--- src/hw/rtl/sdsm_pkg.sv ---
// Shared types and constants for the stick deadzone / sensitivity merge block.
package sdsm_pkg;

  localparam int unsigned SqrtSteps = 16;
  localparam int unsigned DivSteps  = 16;

  localparam logic [15:0] AxisMax      = 16'h7fff;
  localparam logic [15:0] AxisMinusMax = 16'h8001;
  localparam logic [11:0] SensReset    = 12'd256;
  localparam logic [15:0] DzReset      = 16'd0;

  typedef enum logic {
    REG_DEADZONE    = 1'b0,
    REG_SENSITIVITY = 1'b1
  } reg_idx_e;

  // Everything one request carries down the pipeline.
  typedef struct packed {
    logic [15:0] vmag;
    logic        vneg;
    logic        vnz;
    logic        active;
    logic        plus;
    logic        minus;
    logic [30:0] xx;
    logic [30:0] yy;
    logic [31:0] sq;
    logic [15:0] root;
    logic [17:0] srem;
    logic        le_dz;
    logic [30:0] pvn;
    logic [30:0] pdr;
    logic [45:0] num;
    logic [30:0] den;
    logic [15:0] quo;
    logic [15:0] mag;
    logic [27:0] gp;
  } item_t;

endpackage

--- src/hw/rtl/sdsm_div_cell.sv ---
// One quotient bit of the pipelined restoring divider.
module sdsm_div_cell #(
  parameter int unsigned BIT = 15
) (
  input  logic           clk_i,
  input  logic           rst_ni,
  input  logic           en_i,
  input  logic           valid_i,
  input  sdsm_pkg::item_t item_i,
  output logic           valid_o,
  output sdsm_pkg::item_t item_o
);

  logic            valid_q;
  sdsm_pkg::item_t item_q, item_d;
  logic [45:0]     den_sh;

  always_comb begin
    item_d = item_i;
    den_sh = {15'b0, item_i.den} << BIT;
    if (item_i.num >= den_sh) begin
      item_d.num      = item_i.num - den_sh;
      item_d.quo[BIT] = 1'b1;
    end
  end

  always_ff @(posedge clk_i or negedge rst_ni) begin
    if (!rst_ni) begin
      valid_q <= 1'b0;
    end else if (en_i) begin
      valid_q <= valid_i;
    end
  end

  always_ff @(posedge clk_i) begin
    if (en_i) begin
      item_q <= item_d;
    end
  end

  assign valid_o = valid_q;
  assign item_o  = item_q;

endmodule

--- config.mk ---
export PLATFORM = sky130hd
export DESIGN_NAME = sdsm_div_cell
export DESIGN_NICKNAME = d
export VERILOG_FILES = /design/src/hw/rtl/sdsm_pkg.sv /design/src/hw/rtl/sdsm_div_cell.sv
export SDC_FILE = /design/constraint.sdc
export NUM_CORES = 1
export LEC_CHECK = 0
export BUFFER_PORTS_ARGS = -buffer_cell sky130_fd_sc_hd__buf_2
export CORE_AREA = 2 2 277 279
export DETAILED_ROUTE_END_ITERATION = 10
export DIE_AREA = 0 0 279 281
export MAX_ROUTING_LAYER = met4
export PLACE_DENSITY_LB_ADDON = 0.15
export SLEW_MARGIN = 10
export SYNTH_ARGS = -nofsm -noshare
export SYNTH_HDL_FRONTEND = slang
export SYNTH_SLANG_ARGS = --single-unit
export TNS_END_PERCENT = 100
--- constraint.sdc ---
create_clock -name clk_i -period 0.8 [get_ports clk_i]
set_input_delay 0.16 -clock clk_i [delete_from_list [all_inputs] [get_ports clk_i]]
set_output_delay 0.16 -clock clk_i [all_outputs]
set_load 0.01 [all_outputs]
==> results of run 1 <==
==> state kept, by name (all words and copies together) (netlist names) <==
signal	flops
valid_o	1
item_o	349
==> synthesized netlist by cell type, drive strengths merged, types with 3 or more instances <==
cell type,n
nand4,10
edfxtp,349
a211oi,7
nand2,19
nor4,5
inv,42
buf,11
mux2i,3
nand2b,6
o21bai,5
nor2,20
clkbuf,5
xnor2,14
xor2,11
mux2,29
a21oi,36
ha,31
nand3,6
a21o,19
nor3,4
nor2b,3
o21ai,22
==> worst max-delay path: cells and delay by family <==
family / cells / cell delay (ns)
AOI/OAI and AO/OA: 5 / 0.98
adders and majority gates: 1 / 0.25
buffers and inverters: 2 / 0.35
muxes: 1 / 0.32
and+or+nand+nor: 1 / 0.37
==> how the worst min path moves through the flow <==
stage / start / end / cells past startpoint
2_1_floorplan: rst_ni / valid_o$_DFFE_PN0P_ / 0
3_3_place_gp: rst_ni / valid_o$_DFFE_PN0P_ / 1
3_5_place_dp: rst_ni / valid_o$_DFFE_PN0P_ / 1
4_1_cts: item_i[119] / item_o[119]$_DFFE_PP_ / 3
5_1_grt: item_i[129] / item_o[129]$_DFFE_PP_ / 3
6_report: item_i[129] / item_o[129]$_DFFE_PP_ / 3
==> what timing repair did <==
| action | in CTS | in global routing |
|---|---|---|
| setup endpoints to repair | 382 | 383 |
| gates cloned | 1 | 0 |
| pin swaps | 0 | 9 |
| gates resized for setup | 139 | 41 |
| hold buffers | 337 | 1 |
| endpoints found under the hold margin | 349 | 9 |
| setup buffers | 7 | 3 |
==> per-layer routing <==
metal,part of all wire [%],wire (um),track usage [%]
met3,6.6,3830,3.94
met2,53,30900,26.9
met4,3.6,2080,5.28
met1,36,21000,14.5
met5,0,0,-
==> cell families after synthesis <==
family	synth area share, %
AO/OA/AOI/OAI	5.99
buffers and inverters	1.97
multiplexers	3.48
AND/OR/NAND/NOR	3.30
flip-flops	80.5
XOR/XNOR	1.68
adder cells (fa/ha/maj)	3.12
==> cell type report <==
| type | instances | area [sq um] | area share (%) |
|---|---|---|---|
| diodes | 9 | 22.5 | 0.0899 |
| clock inverters | 29 | 297 | 1.18 |
| flip-flops and latches | 350 | 10500 | 41.9 |
| multi-input cells | 283 | 2700 | 10.8 |
| clock buffers | 51 | 1130 | 4.50 |
| well taps | 978 | 1220 | 4.89 |
| inverters | 42 | 180 | 0.719 |
| repair buffers | 1231 | 8990 | 35.9 |
==> where the power goes <==
group	internal, mW	switching [mW]	total [mW]
clock network	11.5	8.25	19.7
registers	22.0	0.495	22.5
logic	5.24	4.57	9.81
==> impl_summary.md, run 1 <==
Yosys
The top cell type by total area after synthesis is sky130_fd_sc_hd__edfxtp_1. The number of flops mapped to enable cells by yosys is 349. The share of flip-flops with an asynchronous set or reset is 0.286%. The top-area cell type share of the netlist area is 80.3%.

In the synthesized netlist the dominant register cell turns out to be sky130_fd_sc_hd__edfxtp_1. The mapped netlist covers 0.0131 sq mm. Ranked by total cell area, the synthesized netlist is headed by sky130_fd_sc_hd__edfxtp_1, sky130_fd_sc_hd__mux2_4, sky130_fd_sc_hd__ha_1. The post-synthesis cell type count is 59. Synthesis produced a netlist with a net count of 1076. The number of cells produced by synthesis is 691.

The number of warning messages in the yosys log is 0. The average cell area after synthesis is 18.9 sq um. After synthesis the netlist holds a flip-flop and latch count of 350.

Sequential cells were found to cover 80.5% of the synthesized design area.

Clocking
The number of clock sinks is 350. The tree is rooted in a sky130_fd_sc_hd__clkbuf_16. Clock tree synthesis inserted a total of 44 buffers. The clock latency on the worst-skew pair is 0.57 ns. The clock tree synthesis step divided the H-tree into 2 levels. TritonCTS built the clock tree. In this run the deepest clock path goes through 3 buffers.

Clock-pin slew was measured on the worst setup and hold paths at 0.06 ns.

Floorplanning
The effective utilization at floorplan is 17.3%. In this run the core area contains 101 standard-cell rows. The floorplan step set the die height to 281 um. The die extent in x is 279 um. The number of placed I/O pins is 703. In this run the standard cell core region covers 0.0754 sq mm. The area of the die is 0.0784 sq mm.

Global routing
The initial antenna violation count is 9. The global-route congestion overflow total is 0. Entering global routing, the biggest net connects 39 pins. The total global-route track usage is 14.5%. The first-pass GRT wire length is 80500 um. The via count of the first global-routing pass is 12111.

Setup path
The required time of the critical path is 1.12 ns. STA classifies the critical path endpoint as a flop. The critical path is of the in -> reg type. The termination of the worst setup path is item_o[107]$_DFFE_PP_. The setup slack of the most critical reg-to-reg path is 0.06 ns.

At the worst endpoint, the arrival time is 2.49 ns. The maximum cell stage delay along the critical path is 0.37 ns. The critical path goes through buf_6 > ha_4 > a21o_1 > nor4_4 > o311ai_4 > a21oi_2 > o31ai_4 > a21oi_4 > buf_12 > mux2_4. Among all stages on the critical path, the largest delay is contributed by sky130_fd_sc_hd__nor4_4.

The highest net fanout along the worst path is 22. The launch point of the critical path is item_i[110]. The worst flop-to-flop path endpoint is valid_o$_DFFE_PN0P_.

The startpoint of the worst-slack reg-to-reg timing path is valid_o$_DFFE_PN0P_. Counting cells, the worst reg-to-reg path comes to 1. STA classifies the critical path startpoint as an input port.

Finish
The layout net count is 2337. The area growth from synthesis to layout is 91.8%. The final design instance area without fill is 0.0250 sq mm. In the layout the commonest cells are sky130_fd_sc_hd__buf_2, sky130_fd_sc_hd__edfxtp_1, sky130_fd_sc_hd__dlygate4sd3_1. The count of placed standard cells in the final layout, fillers left out is 2973.

The library cell used most frequently in the layout, excluding fill and tap cells, is sky130_fd_sc_hd__buf_2. The utilization of the core after routing is 33.2%. The post-route netlist has 53.2% of its cells at a drive strength greater than 1. The count of filler cells inserted in the layout is 7563.

Run status
The flow ran to the end, but the final reports show violations. The final reports fail on hold timing, setup timing.

Routing
Using the TritonRoute via totals, the vias-per-cell ratio works out to 3.75. The total vias in the final route is 11151. The final layout contains routed wiring with a total length of 57800 um. The detailed-routing iteration count for the pre-antenna-repair pass is 4. Once detail routing completed, the nets flagged for antenna violations numbered 0. After the first detailed-routing iteration, the DRC count stood at 475. After detailed routing, the number of remaining DRC violations is 0. In the final routed layout, each cell accounts on average for 19.5 um.

STA
The max-slew violation total from the final report came to 0. The relative max-transition margin is 67.6%. After routing, the total negative slack on setup checks comes to -199.22 ns. The routed design could run at a clock period as short as 2.17 ns. The worst clock skew is 0 ns.

The maximum frequency from static timing analysis is 460 MHz. The final setup violation count is 383. The hold violation total from the final report is 3.

Setup repair after global routing could not meet its margin everywhere. Setup slack on the critical path of the routed design comes to -1.37 ns. The final critical path takes up 272% of the cycle. The worst hold slack is -0.00270 ns. At the pin with the least slew margin, the transition time is 0.481 ns.

Placement
The number of buffers inserted by port buffering is 702. The placer congestion estimate is 0.825. Before CTS, the worst setup slack after placement is -2.12 ns. The number of placed instances, taps included, is 2539. Summing all placed instances gives a cell area of 0.0195 sq mm. The total half-perimeter wirelength after legalization and detailed placement is 45700 um.

Power and ir drop
The completed layout was analyzed and its total power is 52.0 mW. The static power due to leakage is 10.7 nW. The worst-case IR drop observed on VDD is 0.00140 V. The power density over the cells is 2080 mW/mm^2.

Run
The number of maximum-capacitance constraint violations is 0.

Worst hold path
The class of the most critical hold timing path is in -> reg.
No activity file was read; power rests on OpenSTA's default activity.
==> run 2, diff against run 1 <==
Settings changed: CTS_BUF_LIST set to sky130_fd_sc_hd__clkbuf_16.
==> run 2 against run 1 <==
The run still ends with hold timing, setup timing left. Cell count did not move. Clock skew did not move. Critical path depth did not move. Global-route usage did not move. Combinational power barely moved. Register-to-register slack barely moved. Critical endpoint unchanged. Routed wire length barely moved. Critical path type unchanged. Highest routed layer unchanged. Worst hold slack improved by 0.0015 ns.
==> impl_summary.md, run 2 (synthesized netlist as in run 1, its figures left out) <==
Routing
The final routed wirelength across all metal layers is 57900 um (about the same). The wire length per cell was 19.5 um (about the same). The DRC violation count after routing was 0 (unchanged). The per-cell via count in the routed design is 3.74 (-0.19%). The number of antenna-violating nets in the routed design came to 0 (unchanged).

The detailed-routing iteration count for the pre-antenna-repair pass is 4 (unchanged). The total vias in the final route is 11130 (-0.19%). The number of DRC violations after detailed-routing iteration 0 is 477 (+0.42%).

Worst hold path
The worst hold path terminates at item_o[129]$_DFFE_PP_. The number of instances on the worst hold path is 3 (unchanged). The worst hold path begins at item_i[129].

The worst hold path belongs to the class in -> reg.

Power and ir drop
The total power draw came to 51.9 mW (-0.15%). The static power due to leakage is 10.8 nW (+0.27%). The power density over the cells is 2070 mW/mm^2 (-0.15%). The maximum vdd ir drop was 0.00140 V (+0.15%).

Floorplanning
The number of rows created at floorplan was 101 (unchanged). The area of the die is 0.0784 sq mm (unchanged). The number of placed I/O pins is 703 (unchanged). The area of the placeable core is 0.0754 sq mm (unchanged). The effective utilization at floorplan was 17.3% (unchanged). The overall die height is 281 um (unchanged). The die extent in x is 279 um (unchanged).

Finish
The final design instance area without fill came to 0.0250 sq mm (unchanged). The top cell types in the final layout, fill and taps aside, are sky130_fd_sc_hd__buf_2, sky130_fd_sc_hd__edfxtp_1, sky130_fd_sc_hd__dlygate4sd3_1. The number of flip-flops under the largest register name came to 349 (unchanged). The utilization of the core after routing is 33.2% (unchanged). The most common library cell in the layout ignoring fill and taps is sky130_fd_sc_hd__buf_2. The layout net count is 2337 (unchanged). The layout cell share with drive strength beyond 1 came to 53.2% (unchanged).

The area growth from synthesis to final layout is 91.8% (unchanged).

Run status
The run finished, with violations left. The checks that failed: hold timing, setup timing.

Global routing
The total global-route track usage is 14.5% (unchanged). The global-route congestion overflow total is 0 (unchanged). The largest net degree at the start of global routing was 39 (unchanged). The via count of the first global-routing pass is 12113 (+0.017%). The first-pass GRT wire length was 80500 um (unchanged). The initial antenna violation count is 9 (unchanged).

STA
The maximum frequency from static timing analysis is 460 MHz (about the same). The worst clock skew is 0 ns (unchanged). The hold violation total from the final report is 2 (-1). The relative max-transition margin came to 67.6% (unchanged).

The post-layout worst setup margin is -1.37 ns (-0.00113 ns). The share of the clock period used by the worst path after layout is 272% (about the same). The pin slew with the least headroom to its limit is 0.481 ns (unchanged).

The max-slew violation total from the final report is 0 (unchanged). The final setup violation count is 383 (unchanged). Setup repair after global routing could not meet its margin everywhere. The worst hold slack is -0.00119 ns (+0.00151 ns). The minimum period implied by the final worst setup slack came to 2.17 ns (+0.00113 ns).

Setup path
STA classifies the critical path startpoint as an input port. The worst setup path is of the in -> reg kind. The cell depth of the worst flop-to-flop path was 1 (unchanged). The worst setup path is captured at a flop.

The setup slack of the most critical reg-to-reg path is 0.06 ns (about the same). The worst register-to-register path begins at valid_o$_DFFE_PN0P_. The highest net fanout along the worst path is 22 (unchanged).

The worst flop-to-flop path endpoint is valid_o$_DFFE_PN0P_. The required time of the critical path is 1.12 ns (about the same). The data arrival time of the critical path is 2.49 ns (about the same).

Clocking
The number of clock sinks is 350 (unchanged). The clock latency on the worst-skew pair is 0.57 ns (about the same). The number of H-tree levels was 2 (unchanged).

The clock transition at the registers of the reported paths came to 0.06 ns (about the same). The CTS buffer count is 44 (unchanged). TritonCTS built the clock tree. The buffer depth of the longest clock path is 3 (unchanged). The cell at the root of the clock tree is sky130_fd_sc_hd__clkbuf_16.

Placement
The cell area after placement was 0.0195 sq mm (unchanged). The number of buffers inserted by port buffering is 702 (unchanged). The total half-perimeter wirelength after legalization and detailed placement was 45700 um (unchanged). The placer congestion estimate came to 0.825 (unchanged). The pre-CTS worst setup slack is -2.12 ns (unchanged).

Run
The number of maximum-capacitance constraint violations is 0 (unchanged).
==> run 2: cell count changes in the layout (fill, tap and decap cells not counted), sizes merged <==
cell and change:
inv +7, clkbuf -7
==> run 2: what timing repair did <==
item                                   in CTS  in global routing
hold buffers                              337                  1
endpoints found under the hold margin     349                  9
pin swaps                                   0                  9
setup buffers                               7                  3
setup endpoints to repair                 382                383
resized for setup                         139                 41
gates cloned                                1                  0
==> run 2: layer usage <==
metal  part of all wire [%]  track usage (%)
met5                      0                -
met4                    3.6             5.28
met3                    6.7             3.94
met2                     53             26.9
met1                     36             14.5
==> run 2: through the flow <==
stage               instances  hold slack (ns)  setup TNS [ns]
finish                   2973         -0.00119         -199.28
global route             2973          -0.0353         -223.20
CTS                      2963          -0.0554         -220.03
detailed placement       2539          -0.0636         -137.84
global placement         2539          -0.0641         -134.78
floorplan                 691           -0.136          -50.48
==> run 2: critical path, stage by stage <==
cell	delay [ns]
sky130_fd_sc_hd__buf_6	0.10
sky130_fd_sc_hd__ha_4	0.25
sky130_fd_sc_hd__a21o_1	0.20
sky130_fd_sc_hd__nor4_4	0.37
sky130_fd_sc_hd__o311ai_4	0.17
sky130_fd_sc_hd__a21oi_2	0.24
sky130_fd_sc_hd__o31ai_4	0.11
sky130_fd_sc_hd__a21oi_4	0.26
sky130_fd_sc_hd__buf_12	0.25
sky130_fd_sc_hd__mux2_4	0.32
==> run 2: report_power, final <==
part	total (mW)	leakage, nW	switching [mW]	internal [mW]
Clock	19.7	0.726	8.26	11.4
Combinational	9.81	6.61	4.57	5.24
Sequential	22.5	3.43	0.497	22.0
Total	51.9	10.8	13.3	38.6
==> run 2: cell type report <==
cell class / instances / area, sq um
fill: 7563 / 50400
inverter: 42 / 180
antenna: 9 / 22.5
clock buffer: 44 / 1100
sequential: 350 / 10500
clock inverter: 36 / 323
timing repair buffer: 1231 / 8990
tap: 978 / 1220
multi-input combinational: 283 / 2700
==> run 2: how the worst max path moves through the flow <==
stage / from / to / depth (start not counted)
global route: item_i[64] / item_o[107]$_DFFE_PP_ / 11
detailed placement: item_i[106] / item_o[127]$_DFFE_PP_ / 11
CTS: item_i[64] / item_o[124]$_DFFE_PP_ / 14
finish: item_i[110] / item_o[107]$_DFFE_PP_ / 10
global placement: item_i[106] / item_o[123]$_DFFE_PP_ / 14
floorplan: item_i[106] / item_o[132]$_DFFE_PP_ / 12
